## config.mk

```make
export PLATFORM = sky130hd
export DESIGN_NAME = ps2_mouse_packet_tracker_unit
export DESIGN_NICKNAME = d
export VERILOG_FILES = /design/src/design/ps2mpt_pkg.sv /design/src/design/ps2_mouse_packet_tracker_unit.sv
export SDC_FILE = /design/constraint.sdc
export NUM_CORES = 1
export LEC_CHECK = 0
export ABC_AREA = 1
export BUFFER_PORTS_ARGS = -buffer_cell sky130_fd_sc_hd__buf_2
export CAP_MARGIN = 40
export CORE_UTILIZATION = 65
export DETAILED_ROUTE_END_ITERATION = 10
export PLACE_DENSITY_LB_ADDON = 0.08
export SLEW_MARGIN = 5
export SYNTH_ARGS = -nofsm -noshare
export SYNTH_HDL_FRONTEND = slang
export SYNTH_SLANG_ARGS = --single-unit
```

## constraint.sdc

```tcl
create_clock -name clk -period 6.8 [get_ports clk]
set_clock_uncertainty 0.05 [all_clocks]
set_input_delay 0.68 -clock clk [delete_from_list [all_inputs] [get_ports clk]]
set_output_delay 0.68 -clock clk [all_outputs]
set_load 0.05 [all_outputs]
```

## src/design/ps2mpt_pkg.sv

```systemverilog
// Shared constants for the PS/2 mouse packet tracker.
package ps2mpt_pkg;

    localparam int POS_W   = 16;
    localparam int DELTA_W = 17;
    localparam int BTN_W   = 3;
    localparam int MOVE_W  = 9;
    localparam int OUT_W   = 72;

    // Bit positions within the status byte.
    localparam int SYNC_BIT   = 3;
    localparam int X_SIGN_BIT = 4;
    localparam int Y_SIGN_BIT = 5;

    localparam logic signed [POS_W-1:0] RESET_X = 16'sd512;
    localparam logic signed [POS_W-1:0] RESET_Y = 16'sd384;
    localparam logic signed [POS_W-1:0] POS_MAX = 16'sh7fff;
    localparam logic signed [POS_W-1:0] POS_MIN = 16'sh8000;

    localparam logic KIND_BYTE = 1'b0;
    localparam logic KIND_READ = 1'b1;

    typedef struct packed {
        logic                      pad;
        logic signed [DELTA_W-1:0] delta_y;
        logic signed [DELTA_W-1:0] delta_x;
        logic                      packet_complete;
        logic                      moved;
        logic [BTN_W-1:0]          button_bits;
        logic signed [POS_W-1:0]   pos_y;
        logic signed [POS_W-1:0]   pos_x;
    } result_t;

endpackage

```

## src/design/ps2_mouse_packet_tracker_unit.sv

```systemverilog
// PS/2 mouse packet tracker: packet assembly, position tracking and delta reads.
//
// Each input beat is either a byte from the mouse (tuser 0) or a request to read
// the movement since the previous read (tuser 1), and each yields one result beat.
// Bytes are gathered into three-byte packets; a first byte without sync bit 3 is
// dropped. The third byte latches the buttons and moves the position, which
// saturates at signed 16 bits and starts at (512, 384). A beat is held in the input
// register and then moves to the result register, from which its result is
// presented on the master side. A new beat is taken every cycle as long as the
// result side keeps up: the tracking state is updated in the same cycle the result
// is loaded.
module ps2_mouse_packet_tracker_unit
    import ps2mpt_pkg::*;
(
    input  logic             clk,
    input  logic             rst_n,
    input  logic             s_tvalid,
    output logic             s_tready,
    input  logic [7:0]       s_tdata,   // rx_byte [7:0]
    input  logic             s_tuser,   // kind [0]
    output logic             m_tvalid,
    input  logic             m_tready,
    // pos_x [15:0], pos_y [31:16], button_bits [34:32], moved [35],
    // packet_complete [36], delta_x [53:37], delta_y [70:54], zero [71]
    output logic [OUT_W-1:0] m_tdata
);

    typedef enum logic [1:0] {
        PH_STATUS,
        PH_X,
        PH_Y
    } phase_t;

    logic                    in_valid_reg;
    logic                    kind_reg;
    logic [7:0]              byte_reg;
    logic                    out_valid_reg;
    result_t                 result_reg;
    result_t                 result_next;

    phase_t                  phase_reg;
    phase_t                  phase_next;
    logic [7:0]              status_reg;
    logic [7:0]              status_next;
    logic [7:0]              xbyte_reg;
    logic [7:0]              xbyte_next;
    logic signed [POS_W-1:0] pos_x_reg;
    logic signed [POS_W-1:0] pos_x_next;
    logic signed [POS_W-1:0] pos_y_reg;
    logic signed [POS_W-1:0] pos_y_next;
    logic [BTN_W-1:0]        buttons_reg;
    logic [BTN_W-1:0]        buttons_next;
    logic signed [POS_W-1:0] rep_x_reg;
    logic signed [POS_W-1:0] rep_x_next;
    logic signed [POS_W-1:0] rep_y_reg;
    logic signed [POS_W-1:0] rep_y_next;

    logic                    advance;
    logic signed [MOVE_W-1:0] dx;
    logic signed [MOVE_W-1:0] dy;
    logic signed [POS_W:0]   sum_x;
    logic signed [POS_W:0]   sum_y;
    logic signed [POS_W-1:0] sat_x;
    logic signed [POS_W-1:0] sat_y;

    assign advance  = in_valid_reg && (!out_valid_reg || m_tready);
    assign s_tready = !in_valid_reg || advance;
    assign m_tvalid = out_valid_reg;
    assign m_tdata  = result_reg;

    // Movement bytes carry their sign in the status byte, giving 9-bit values.
    assign dx = {status_reg[X_SIGN_BIT], xbyte_reg};
    assign dy = {status_reg[Y_SIGN_BIT], byte_reg};

    // A 17-bit sum overflowed when its top two bits disagree.
    assign sum_x = {pos_x_reg[POS_W-1], pos_x_reg}
                 + {{(POS_W-MOVE_W+1){dx[MOVE_W-1]}}, dx};
    assign sum_y = {pos_y_reg[POS_W-1], pos_y_reg}
                 - {{(POS_W-MOVE_W+1){dy[MOVE_W-1]}}, dy};
    assign sat_x = (sum_x[POS_W] != sum_x[POS_W-1]) ?
                   (sum_x[POS_W] ? POS_MIN : POS_MAX) : sum_x[POS_W-1:0];
    assign sat_y = (sum_y[POS_W] != sum_y[POS_W-1]) ?
                   (sum_y[POS_W] ? POS_MIN : POS_MAX) : sum_y[POS_W-1:0];

    always_comb
    begin
        phase_next   = phase_reg;
        status_next  = status_reg;
        xbyte_next   = xbyte_reg;
        pos_x_next   = pos_x_reg;
        pos_y_next   = pos_y_reg;
        buttons_next = buttons_reg;
        rep_x_next   = rep_x_reg;
        rep_y_next   = rep_y_reg;

        result_next                 = '0;
        result_next.moved           = (pos_x_reg != rep_x_reg) || (pos_y_reg != rep_y_reg);
        result_next.packet_complete = 1'b0;

        if (kind_reg == KIND_READ)
        begin
            result_next.delta_x = {pos_x_reg[POS_W-1], pos_x_reg}
                                - {rep_x_reg[POS_W-1], rep_x_reg};
            result_next.delta_y = {pos_y_reg[POS_W-1], pos_y_reg}
                                - {rep_y_reg[POS_W-1], rep_y_reg};
            rep_x_next = pos_x_reg;
            rep_y_next = pos_y_reg;
        end
        else
        begin
            case (phase_reg)
                PH_X:
                begin
                    xbyte_next = byte_reg;
                    phase_next = PH_Y;
                end
                PH_Y:
                begin
                    buttons_next = status_reg[BTN_W-1:0];
                    pos_x_next   = sat_x;
                    pos_y_next   = sat_y;
                    phase_next   = PH_STATUS;
                    result_next.packet_complete = 1'b1;
                end
                default:
                begin
                    // A status byte must have its sync bit set, else it is dropped.
                    if (byte_reg[SYNC_BIT])
                    begin
                        status_next = byte_reg;
                        phase_next  = PH_X;
                    end
                    else
                    begin
                        phase_next = PH_STATUS;
                    end
                end
            endcase
        end

        result_next.pos_x       = pos_x_next;
        result_next.pos_y       = pos_y_next;
        result_next.button_bits = buttons_next;
    end

    always_ff @(posedge clk or negedge rst_n)
    begin
        if (!rst_n)
        begin
            in_valid_reg  <= 1'b0;
            kind_reg      <= KIND_BYTE;
            byte_reg      <= '0;
            out_valid_reg <= 1'b0;
            result_reg    <= '0;
            phase_reg     <= PH_STATUS;
            status_reg    <= '0;
            xbyte_reg     <= '0;
            pos_x_reg     <= RESET_X;
            pos_y_reg     <= RESET_Y;
            buttons_reg   <= '0;
            rep_x_reg     <= RESET_X;
            rep_y_reg     <= RESET_Y;
        end
        else
        begin
            if (s_tready)
            begin
                in_valid_reg <= s_tvalid;
                if (s_tvalid)
                begin
                    kind_reg <= s_tuser;
                    byte_reg <= s_tdata;
                end
            end

            if (advance)
            begin
                out_valid_reg <= 1'b1;
                result_reg    <= result_next;
                phase_reg     <= phase_next;
                status_reg    <= status_next;
                xbyte_reg     <= xbyte_next;
                pos_x_reg     <= pos_x_next;
                pos_y_reg     <= pos_y_next;
                buttons_reg   <= buttons_next;
                rep_x_reg     <= rep_x_next;
                rep_y_reg     <= rep_y_next;
            end
            else if (m_tready)
            begin
                out_valid_reg <= 1'b0;
            end
        end
    end

`ifndef SYNTHESIS
    // After a read beat is processed, the reference matches the position.
    a_read_syncs_ref: assert property (@(posedge clk) disable iff (!rst_n)
        advance && (kind_reg == KIND_READ) |=>
            (pos_x_reg == rep_x_reg) && (pos_y_reg == rep_y_reg))
        else $error("reference not updated by read");

    // A finished packet never carries a delta.
    a_packet_no_delta: assert property (@(posedge clk) disable iff (!rst_n)
        out_valid_reg && result_reg.packet_complete |->
            (result_reg.delta_x == '0) && (result_reg.delta_y == '0))
        else $error("delta reported with packet");

    // A beat held in the input register is not lost while the result side stalls.
    a_input_held: assert property (@(posedge clk) disable iff (!rst_n)
        in_valid_reg && !advance |=> in_valid_reg && $stable(byte_reg) && $stable(kind_reg))
        else $error("stalled input beat lost");
`endif

endmodule
```

# After elaboration in Yosys (flattened, before gate mapping)
# Cells that the tools add are included.
[op_classes]
mux = 15
n_reduce_logical = 14
n_eq_ne = 6
bitwise_logic = 2
addsub = 4
[op_table]
columns = ["op", "count"]
rows = [
  ["$mux 16", 8],
  ["$mux 34", 1],
  ["$sub 16x16->17", 2],
  ["$ne 16x16->1", 2],
  ["$add 16x9->17", 1],
  ["$sub 16x9->17", 1],
  ["$reduce_and 2->1", 3],
  ["$reduce_and 3->1", 2],
  ["$mux 1", 5],
  ["$pmux 2 s2", 1],
  ["$reduce_and 4->1", 1],
  ["$logic_or 1x1->1", 3],
  ["$eq 2x1->1 const B", 1],
  ["$eq 2x2->1 const B", 1],
  ["$logic_not 1->1", 2],
  ["$ne 1x1->1", 2],
  ["$not 1->1", 2],
  ["$reduce_bool 2->1", 1],
  ["$reduce_or 2->1", 1],
  ["$logic_and 1x1->1", 1],
]
[word_totals]
out_inout_bits = 74
word_cells = 59
inputBits = 13
reg_bits = 162

# Logic depth before layout (Yosys ltp)
# Gate-level depths: netlist of run 1.
[logic_depth]
ltp_word = 5
ltp_mapped = 17
depth_no_buf = 17

# Worst setup path before layout of run 1
# No wires, ideal clock.
[synth_path]
kind = "reg2reg"
from = "reg m_tdata[16] (netlist name)"
to = "reg result_reg, in the netlist m_tdata[17]"
required_time_ns = 6.630
arrival_ns = 1.999
path_stages_with_launch = 17
path_buffers = 0
setup_time_ns = 0.120
period_less_slack_ns = 2.169
slack_ns = 4.631
path_cell_list = "dfrtp_1 inv_1 ha_1 inv_1 fa_1 nand2_1 nand2_1 nand3_1 nand2_1 nand2_1 nand2_1 nand2_1 nand2_1 nand2_2 nand2_2 o21ai_1 nand2_1"
[synth_lines]
columns = ["item", "line", "source"]
rows = [
  ["to (signal assigned)", "ps2_mouse_packet_tracker_unit.sv:179", "result_reg <= result_next;"],
  ["to (decl)", "ps2_mouse_packet_tracker_unit.sv:38", "result_t result_reg;"],
]

==> results of run 1 <==
## cells in the final DEF, fill, tap and decap left out, types with 7 or more instances in the layout
cell       instances
clkbuf_16         17
xnor2_1           12
inv_1            117
xor2_1            14
o21ai_0           85
o21ai_1           10
ha_1              66
nand3_1           64
nand2_2           33
buf_2             84
a21oi_1           72
inv_2              7
dfrtp_1          126
nor2_1            57
nand2_1          370
## final cells by class
cell class | count | area share, %
Inverter | 126 | 4.94
Clock buffer | 27 | 5.22
Multi-Input combinational cell | 854 | 47.9
Clock inverter | 5 | 0.546
Sequential cell | 132 | 34.4
Tap cell | 176 | 2.29
Timing Repair Buffer | 89 | 4.76
## metal layers
layer,track usage (%),vias up,wire length [µm]
li1,-,3837,-
met1,45.2,3547,9790
met2,46.5,242,8830
met3,4.55,26,1160
met4,8.81,0,288
met5,0,-,0
## logic make-up (layout without fill, tap and decap cells)
| family | Yosys count | in the layout |
|---|---|---|
| AND/OR/NAND/NOR | 559 | 559 |
| AO/OA/AOI/OAI | 198 | 198 |
| buffers and inverters | 181 | 247 |
| flip-flops | 132 | 132 |
| adder cells (fa/ha/maj) | 70 | 70 |
| XOR/XNOR | 26 | 26 |
| other | 1 | 1 |
## synthesized netlist by cell type, types with 4 or more instances
master	n
a21o_1	6
a21oi_1	72
a21oi_2	4
and2_1	5
buf_4	30
clkbuf_1	16
dfrtp_1	126
dfstp_2	6
fa_1	4
ha_1	66
inv_1	117
inv_2	7
nand2_1	371
nand2_2	32
nand2_4	4
nand3_1	64
nand3b_1	5
nand4_1	4
nor2_1	58
nor3_1	6
o21ai_0	85
o21ai_1	10
o21bai_1	6
o31ai_1	4
xnor2_1	12
xor2_1	14
## worst paths after layout
| check | startpoint | to | slack [ns] | cells past startpoint |
|---|---|---|---|---|
| worst min-delay path | rst_n | m_tdata[50] | 0.28 | 1 |
| worst min register to register | m_tdata[63] | m_tdata[63] | 0.42 | 2 |
| min in group clk | m_tdata[63] | m_tdata[63] | 0.42 | 2 |
| worst max-delay path | m_tdata[16] | m_tdata[28] | 4.07 | 15 |
| worst max register to register | m_tdata[16] | m_tdata[28] | 4.07 | 15 |
| max in group asynchronous | rst_n | xbyte_reg[3] | 5.09 | 2 |
## per-stage QoR
step	cells	cell area (µm²)	hold WS (ns)	utilization [%]
2_1_floorplan	1167	8740	0.334	-
3_3_place_gp	1377	9070	0.408	68.8
3_5_place_dp	1377	9070	0.411	68.8
4_1_cts	1409	9630	0.310	73.0
5_1_grt	1409	9630	0.370	73.0
6_report	1409	9630	0.285	73.0
==> reports/results.tsv, run 1 <==
stage	metric	value	unit
run_status	outcome	finished clean	
critical_path	slowest stage delay, CP	0.45	ns
yosys	Synth warnings	0	
finish	share of layout cells above drive strength 1	14.5	%
floorplan	die height	118	µm
yosys	Yosys reg bits	132	
route	Detail Route Antenna Nets	0	
floorplan	core area	13200	µm²
yosys	Synth area leaders	dfrtp_1, nand2_1, ha_1	
grt	largest net degree at the start of global routing	85	
finish	FF/Latch Area	3310	µm²
clock_tree	Hold-fix buffers, CTS	0	
yosys	Cell variety after synth	48	
finish	nets	1303	
yosys	Syn Nets	1250	
yosys	number of flops mapped to enable cells by yosys	0	
clock_tree	clk sinks	132	
place	PortBufs	85	
grt	initial antenna violation count	0	
yosys	largest family of logic cells by synthesized area	simple AND/OR/NAND/NOR gates	
sta	final hold violation count	0	
min_path	Hold Crit Class	in -> async	
yosys	post-synthesis sequential area ratio	37.9	%
yosys	adder-cell share of the synthesized area	10.4	%
critical_path	crit-path cells	inv_1, ha_1, inv_1, fa_1, nand2_1, nand2_1, nand3_1, nand2_1, nand2_1, nand2_1, nand2_1, nand2_1, a21oi_2, o21ai_1, nand2_1	
yosys	post-synthesis mux area share	0	%
floorplan	io pins	87	
grt	GRT Util Overall	30.5	%
finish	area of the multi-input gates	4610	µm²
clock_tree	clk slew on worst S/H paths	0.06	ns
route	Routed WL	20100	µm
yosys	syn_area_per_cell	7.49	µm²
route	DRT iter0 DRCs	609	
critical_path	CP max-delay cell	a21oi_2	
route	DR DRC count	0	
finish	# fillers	1095	
route	total number of vias	7652	
clock_tree	CTS root buf	clkbuf_16	
finish	Antenna Cells	0	
critical_path	Worst EP arrival	3.04	ns
yosys	dominant cell type by area after synthesis	dfrtp_1	
route	DRT Pass-1 Iters	5	
clock_tree	Max clock buf depth	2	
sta	final setup violation count	0	
yosys	synthesized instance count	1167	
clock_tree	Setup Buffers After CTS	0	
floorplan	site row count	42	
route	Vias/cell	5.43	
critical_path	Setup crit end kind	register	
yosys	top_reg_cell synth	dfrtp_1	
grt	vias in the first global route	7023	
sta	fin crit share	40.2	%
sta	RSZ-0062 raised after global routing	no	
yosys	area share of and/or/nand/nor cells after synthesis	27.3	%
critical_path	Crit Path Max Fanout	13	
sta	Pins Over Slew Limit	0	
critical_path	CP delay by family, top	simple AND/OR/NAND/NOR gates	
place	dpl ws	3.97	ns
sta	Final WS setup	4.07	ns
sta	Final min period	2.73	ns
route	Avg WL per Cell	14.2	µm
sta	setup TNS	0	ns
place	Final Wtd Congestion	0.886	
floorplan	Initial Utilization	66.3	%
place	DP HPWL	14800	µm
critical_path	Critical Path Source Type	register	
sta	Rel. slew slack	43.8	%
critical_path	crit-path most repeated cell	nand2_1	
critical_path	Crit Path Class	reg -> reg	
yosys	Mapped Area	8740	µm²
critical_path	critical path required time	7.11	ns
clock_tree	post_cts resized	0	
yosys	Synth async-reset ratio	100	%
finish	Largest register FFs	68	
grt	first-pass GRT wire length	33900	µm
floorplan	Die Wd	118	µm
sta	Max Fclk	366	MHz
clock_tree	TritonCTS Buffers	17	
sta	Worst-Margin Slew	0.843	ns
yosys	area share of xor/xnor cells in the synthesized design	2.60	%
clock_tree	Worst-Skew Late Latency	0.42	ns
finish	Layout area overhead	10.1	%
critical_path	CP bufs+invs	2	
yosys	complex-gate fraction of the synthesized area	12.3	%
yosys	Yosys top cell area share	36.1	%
clock_tree	TritonCTS clock tree	built	
clock_tree	CTS H-tree depth	4	
floorplan	full die area	13900	µm²
flow_run	Max-Cap Viols	0	
grt	GRT overflow	0	
Power of run 1 is not shown: default switching activity piles up to over one toggle a cycle in this logic, so the estimate is an artifact.
==> run 2: changes to the inputs <==
Settings changed: CORE_UTILIZATION 65 to 60.
Clock period 6.8 ns to 2.6 ns, I/O delays scaled along.
==> run 2 against run 1 <==
Effect of this change:
- critical path depth decreased by 3
- critical path type unchanged
- core utilization shrank 1.8 points
- maximum frequency rose by 12%
- register-to-register slack got worse by 3.9 ns
- largest cell class unchanged
- wire length up 1.4%
- final area increased by 3.8%
- flip-flop and latch count did not move
- first-iteration DRC count shrank 1.1%
- setup slack lost 3.9 ns
==> reports/results.tsv, run 2 (synthesis results as in run 1) <==
stage	metric	value	unit	change
critical_path	slack of the worst reg-to-reg path	0.15	ns	-3.91 ns
sta	Max Fclk	409	MHz	+12%
critical_path	critical path required time	2.91	ns	-4.20 ns
min_path	Hold Crit Class	in -> reg		
critical_path	Critical Path End	m_tdata[30]		
finish	share of layout cells above drive strength 1	17.2	%	+2.7 points
floorplan	die height	123	µm	+4.0%
clock_tree	Worst-Skew Late Latency	0.43	ns	about the same
grt	first-pass GRT wire length	33000	µm	-2.5%
critical_path	Critical Path Source Type	register		
critical_path	Crit Path Class	reg -> reg		
place	Final Wtd Congestion	0.904		+2.0%
grt	largest net degree at the start of global routing	133		+56%
sta	Pins Over Slew Limit	0		unchanged
grt	vias in the first global route	6719		-4.3%
critical_path	Critical R2R Capture	m_tdata[30]		
sta	Final WS setup	0.154	ns	-3.91 ns
critical_path	R2R Path Start	pos_y_reg[8]		
critical_path	Reg2Reg Depth	12		-3
critical_path	Worst EP arrival	2.76	ns	-0.28 ns
route	Vias/cell	5.27		-3.0%
finish	commonest cells after routing, fill and taps aside	nand2_1, dfrtp_1, inv_1, o21ai_0, buf_2		
grt	initial antenna violation count	0		unchanged
floorplan	io pins	87		unchanged
route	Routed WL	20300	µm	+1.4%
clock_tree	CTS root buf	clkbuf_16		
sta	setup TNS	0	ns	unchanged
finish	Antenna Cells	0		unchanged
clock_tree	TritonCTS Buffers	17		unchanged
floorplan	core area	14000	µm²	+6.5%
finish	Largest register FFs	68		unchanged
sta	Final min period	2.45	ns	-0.286 ns
finish	commonest non-fill, non-tap cell in the layout	nand2_1		
finish	Layout area overhead	14.3	%	
place	Post-Place Cells	1400		+1.7%
route	Detail Route Antenna Nets	0		unchanged
clock_tree	clk slew on worst S/H paths	0.06	ns	about the same
sta	Rel. slew slack	49.1	%	+5.3 points
route	DRT Pass-1 Iters	5		unchanged
finish	nets	1326		+1.8%
sta	fin crit share	94.1	%	+54 points
critical_path	Setup crit end kind	register		
grt	GRT overflow	0		unchanged
floorplan	site row count	43		+2.4%
sta	final setup violation count	0		unchanged
clock_tree	clk sinks	132		unchanged
critical_path	Crit Path Max Fanout	6		-7
clock_tree	Max clock buf depth	2		unchanged
clock_tree	TritonCTS clock tree	built		
floorplan	Die Wd	123	µm	+4.0%
place	dpl ws	0.0655	ns	-3.90 ns
run_status	outcome	finished clean		
route	Avg WL per Cell	14.2	µm	-0.53%
critical_path	CP startpoint	pos_y_reg[8]		
floorplan	Initial Utilization	62.3	%	-4.0 points
route	total number of vias	7568		-1.1%
floorplan	full die area	15100	µm²	+8.2%
flow_run	Max-Cap Viols	0		unchanged
place	DP HPWL	14800	µm	-0.34%
sta	Worst-Margin Slew	0.764	ns	-0.0794 ns
finish	Cell Count, Final, Fillers Out	1436		+1.9%
clock_tree	CTS H-tree depth	4		unchanged
place	PortBufs	85		unchanged
sta	final hold violation count	0		unchanged
route	DR DRC count	0		unchanged
route	DRT iter0 DRCs	602		-1.1%
grt	GRT Util Overall	28.4	%	-2.1 points
[run 2: changes by cell type in the layout (fill, tap and decap cells not counted), moves of 2 or more]
cell       before  now
clkbuf_1        6    2
clkinv_2        3    1
nand2_4         4    7
buf_4           5   24
a21oi_2         4    6
nand2_1       370  366
clkbuf_8        4    6
a21oi_1        72   70
bufinv_16       1    4
inv_1         117  115
inv_2           7    9
buf_12          0    2
[run 2: final cells by class]
class	instances	area, µm²
well taps	180	225
multi-input cells	855	4670
inverters	126	475
flip-flops and latches	132	3310
clock buffers	25	515
fillers	1159	4050
clock inverters	7	141
repair buffers	111	651
[run 2: layer usage]
| layer | vias up | global-route usage (%) | share of wire (%) |
|---|---|---|---|
| met1 | 3463 | 42.3 | 50 |
| met2 | 175 | 42.3 | 44 |
| li1 | 3900 | - | - |
| met4 | 0 | 9.07 | 1.8 |
| met3 | 30 | 4.23 | 4.3 |
| met5 | - | 0 | 0 |
[run 2: what timing repair did]
action / CTS / global route
buffers inserted: 0 / 2
endpoints found under the hold margin: 126 / 0
resized for setup: 1 / 15
hold buffers: 1 / 0
setup endpoints to repair: 1 / 20
cloned: 0 / 1
pin swaps: 0 / 3
[run 2: worst min path at each step]
stage | from | endpoint | cells past startpoint
2_1_floorplan | rst_n | buttons_reg[0] | 0
3_3_place_gp | rst_n | m_tdata[53] | 2
3_5_place_dp | rst_n | m_tdata[53] | 2
4_1_cts | s_tdata[1] | byte_reg[1] | 3
5_1_grt | s_tdata[1] | byte_reg[1] | 3
6_report | s_tdata[1] | byte_reg[1] | 3
[run 2: metrics by stage]
step,util (%),area [µm²],hold slack (ns)
after floorplan,-,8740,-0.0856
after global placement,65.8,9250,0.378
after detailed placement,65.8,9250,0.380
after CTS,70.6,9920,0.0275
after global routing,71.2,9990,0.0429
final,71.2,9990,0.0274
[run 2: worst max-delay path: stages, from the launching register on]
cell	delay [ns]
dfstp_2	0.58
ha_1	0.30
nand2_1	0.11
nand2_1	0.05
nand2_1	0.05
nand2_1	0.06
a21oi_1	0.26
nand2_1	0.12
nand2_1	0.08
nand2_1	0.17
a21oi_2	0.35
nand2_1	0.11
nand2_1	0.08
Power of run 2 is left out for the same reason.
==> run 3: changes to the inputs <==
Settings changed: REMOVE_ABC_BUFFERS from default to 1.
==> run 3 against run 2 <==
Effect of this change:
- wire length rose by 0.15%
- setup slack gained 0.052 ns
- highest routed layer unchanged
- final cell count increased by 0.28%
- non-clock buffer count rose by 7
- count of clock-buffer cells in the layout fell by 4
- hold slack improved by 0.0054 ns
- via count grew 0.95%
- maximum frequency up 2.2%
- first-iteration DRC count decreased by 11%
- global-route usage up 0.24 points
- register-to-register slack improved by 0.05 ns
- core utilization down 0.77 points
==> reports/results.tsv, run 3 (synthesis results as in run 1) <==
stage	metric	value	unit	change
grt	initial antenna violation count	0		unchanged
route	Avg WL per Cell	14.2	µm	-0.13%
min_path	worst hold path endpoint	byte_reg[5]		
route	Routed WL	20400	µm	+0.15%
sta	Final min period	2.39	ns	-0.0522 ns
floorplan	io pins	87		unchanged
finish	nets	1332		+0.45%
floorplan	Die Wd	123	µm	unchanged
clock_tree	Worst-Skew Late Latency	0.42	ns	about the same
sta	final hold violation count	0		unchanged
place	dpl ws	0.174	ns	+0.109 ns
grt	vias in the first global route	6883		+2.4%
critical_path	Critical Path Source Type	register		
grt	GRT Util Overall	28.7	%	+0.24 points
route	DRT Pass-1 Iters	5		unchanged
sta	Max Fclk	418	MHz	+2.2%
critical_path	critical path required time	2.90	ns	about the same
critical_path	Crit Path Class	reg -> reg		
place	DP HPWL	15400	µm	+4.4%
clock_tree	CTS H-tree depth	4		unchanged
floorplan	Initial Utilization	62.3	%	unchanged
finish	commonest cells after routing, fill and taps aside	nand2_1, dfrtp_1, inv_1, o21ai_0, buf_2		
finish	Layout area overhead	13.1	%	
sta	RSZ-0062 raised after global routing	no		
critical_path	CP delay by family, top	simple AND/OR/NAND/NOR gates		
critical_path	Reg2Reg Depth	15		+3
min_path	Hold Path Depth	3		unchanged
route	DR DRC count	0		unchanged
flow_run	Max-Cap Viols	0		unchanged
grt	first-pass GRT wire length	33300	µm	+0.79%
finish	share of layout cells above drive strength 1	17.0	%	-0.21 points
floorplan	die height	123	µm	unchanged
sta	Worst-Margin Slew	0.573	ns	-0.191 ns
place	PortBufs	85		unchanged
floorplan	core area	14000	µm²	unchanged
floorplan	site row count	43		unchanged
route	Detail Route Antenna Nets	0		unchanged
route	DRT iter0 DRCs	535		-11%
clock_tree	Max clock buf depth	2		unchanged
sta	Final WS setup	0.206	ns	+0.0522 ns
clock_tree	TritonCTS clock tree	built		
place	Final Wtd Congestion	0.924		+2.2%
finish	Antenna Cells	0		unchanged
floorplan	full die area	15100	µm²	unchanged
sta	fin crit share	92.1	%	-2.0 points
critical_path	Worst EP arrival	2.69	ns	-0.07 ns
min_path	Hold Crit Class	in -> reg		
grt	largest net degree at the start of global routing	65		-51%
finish	commonest non-fill, non-tap cell in the layout	nand2_1		
finish	# fillers	1136		-2.0%
route	Vias/cell	5.31		+0.67%
critical_path	Setup crit end kind	register		
clock_tree	clk sinks	132		unchanged
critical_path	Crit Path Max Fanout	14		+8
sta	Rel. slew slack	61.8	%	+13 points
grt	GRT overflow	0		unchanged
critical_path	slowest stage delay, CP	0.41	ns	-0.17 ns
critical_path	R2R Path Start	m_tdata[0]		
critical_path	CP bufs+invs	1		+1
finish	Largest register FFs	68		unchanged
clock_tree	clk slew on worst S/H paths	0.06	ns	about the same
sta	Pins Over Slew Limit	0		unchanged
critical_path	slack of the worst reg-to-reg path	0.21	ns	+0.05 ns
run_status	outcome	finished clean		
sta	final setup violation count	0		unchanged
critical_path	Critical R2R Capture	m_tdata[2]		
critical_path	CP max-delay cell	dfrtp_1		
clock_tree	CTS root buf	clkbuf_16		
critical_path	crit-path cells	ha_1, fa_1, nand2_1, nand2_1, nand3_1, nand2_2, nand2_2, nand2_2, nand2_2, nand2_4, nand2_4, nand2_4, inv_4, nand2_1, nand2_1		
clock_tree	TritonCTS Buffers	17		unchanged
route	total number of vias	7640		+0.95%
min_path	worst hold path startpoint	s_tdata[5]		
run 3: cell count changes in the layout (fill, tap and decap cells not counted), moves of 2 or more:
cell / before / now
nand2_2: 34 / 32
buf_4: 24 / 31
clkinv_2: 1 / 3
buf_6: 0 / 2
nand2_1: 366 / 369
clkinvlp_4: 1 / 3
bufinv_16: 4 / 2
clkbuf_8: 6 / 1
buf_12: 2 / 0
run 3: layout make-up:
type / instances / area (µm²) / area share (%)
flip-flops and latches: 132 / 3310 / 33.5
clock inverters: 9 / 106 / 1.08
inverters: 126 / 475 / 4.81
multi-input cells: 854 / 4630 / 46.9
repair buffers: 118 / 686 / 6.94
well taps: 180 / 225 / 2.28
clock buffers: 21 / 450 / 4.56
run 3: metal layers:
layer / routed length (µm) / up-vias / part of all wire [%] / global-route usage, %
li1: - / 3912 / - / -
met1: 10400 / 3505 / 51 / 43.5
met2: 8610 / 207 / 42 / 42.2
met3: 1190 / 16 / 5.8 / 5.20
met4: 172 / 0 / 0.84 / 6.40
met5: 0 / - / 0 / 0
run 3: worst min-delay path: cells and delay by family:
family	cells	cell delay, ns
compound gates	1	0.10
simple gates	1	0.03
buf+inv	1	0.07
run 3: how the worst max path moves through the flow:
stage	slack, ns	to	depth (start not counted)	start
after CTS	0.13	m_tdata[19]	14	status_reg[5]
after floorplan	-2.50	m_tdata[43]	7	m_tvalid
after global placement	0.21	m_tdata[19]	14	status_reg[5]
after global routing	0.02	m_tdata[29]	17	m_tdata[16]
after detailed placement	0.17	m_tdata[19]	14	status_reg[5]
final	0.21	m_tdata[2]	15	m_tdata[0]
run 3: what timing repair did:
action	in CTS	in global routing
gates resized for setup	0	9
buffers inserted	0	2
endpoints found under the hold margin	60	0
hold buffers	1	0
endpoints found under the setup margin	0	11
run 3: stage by stage:
step	utilization [%]	std cells	hold WS, ns	area, µm²	TNS, ns
2_1_floorplan	-	1112	-0.0856	8380	-135.07
3_3_place_gp	66.1	1407	0.222	9280	0
3_5_place_dp	66.1	1407	0.216	9280	0
4_1_cts	70.1	1438	0.0306	9840	0
5_1_grt	70.4	1440	0.0366	9890	0
6_report	70.4	1440	0.0327	9890	0
Power of run 3 is left out for the same reason.
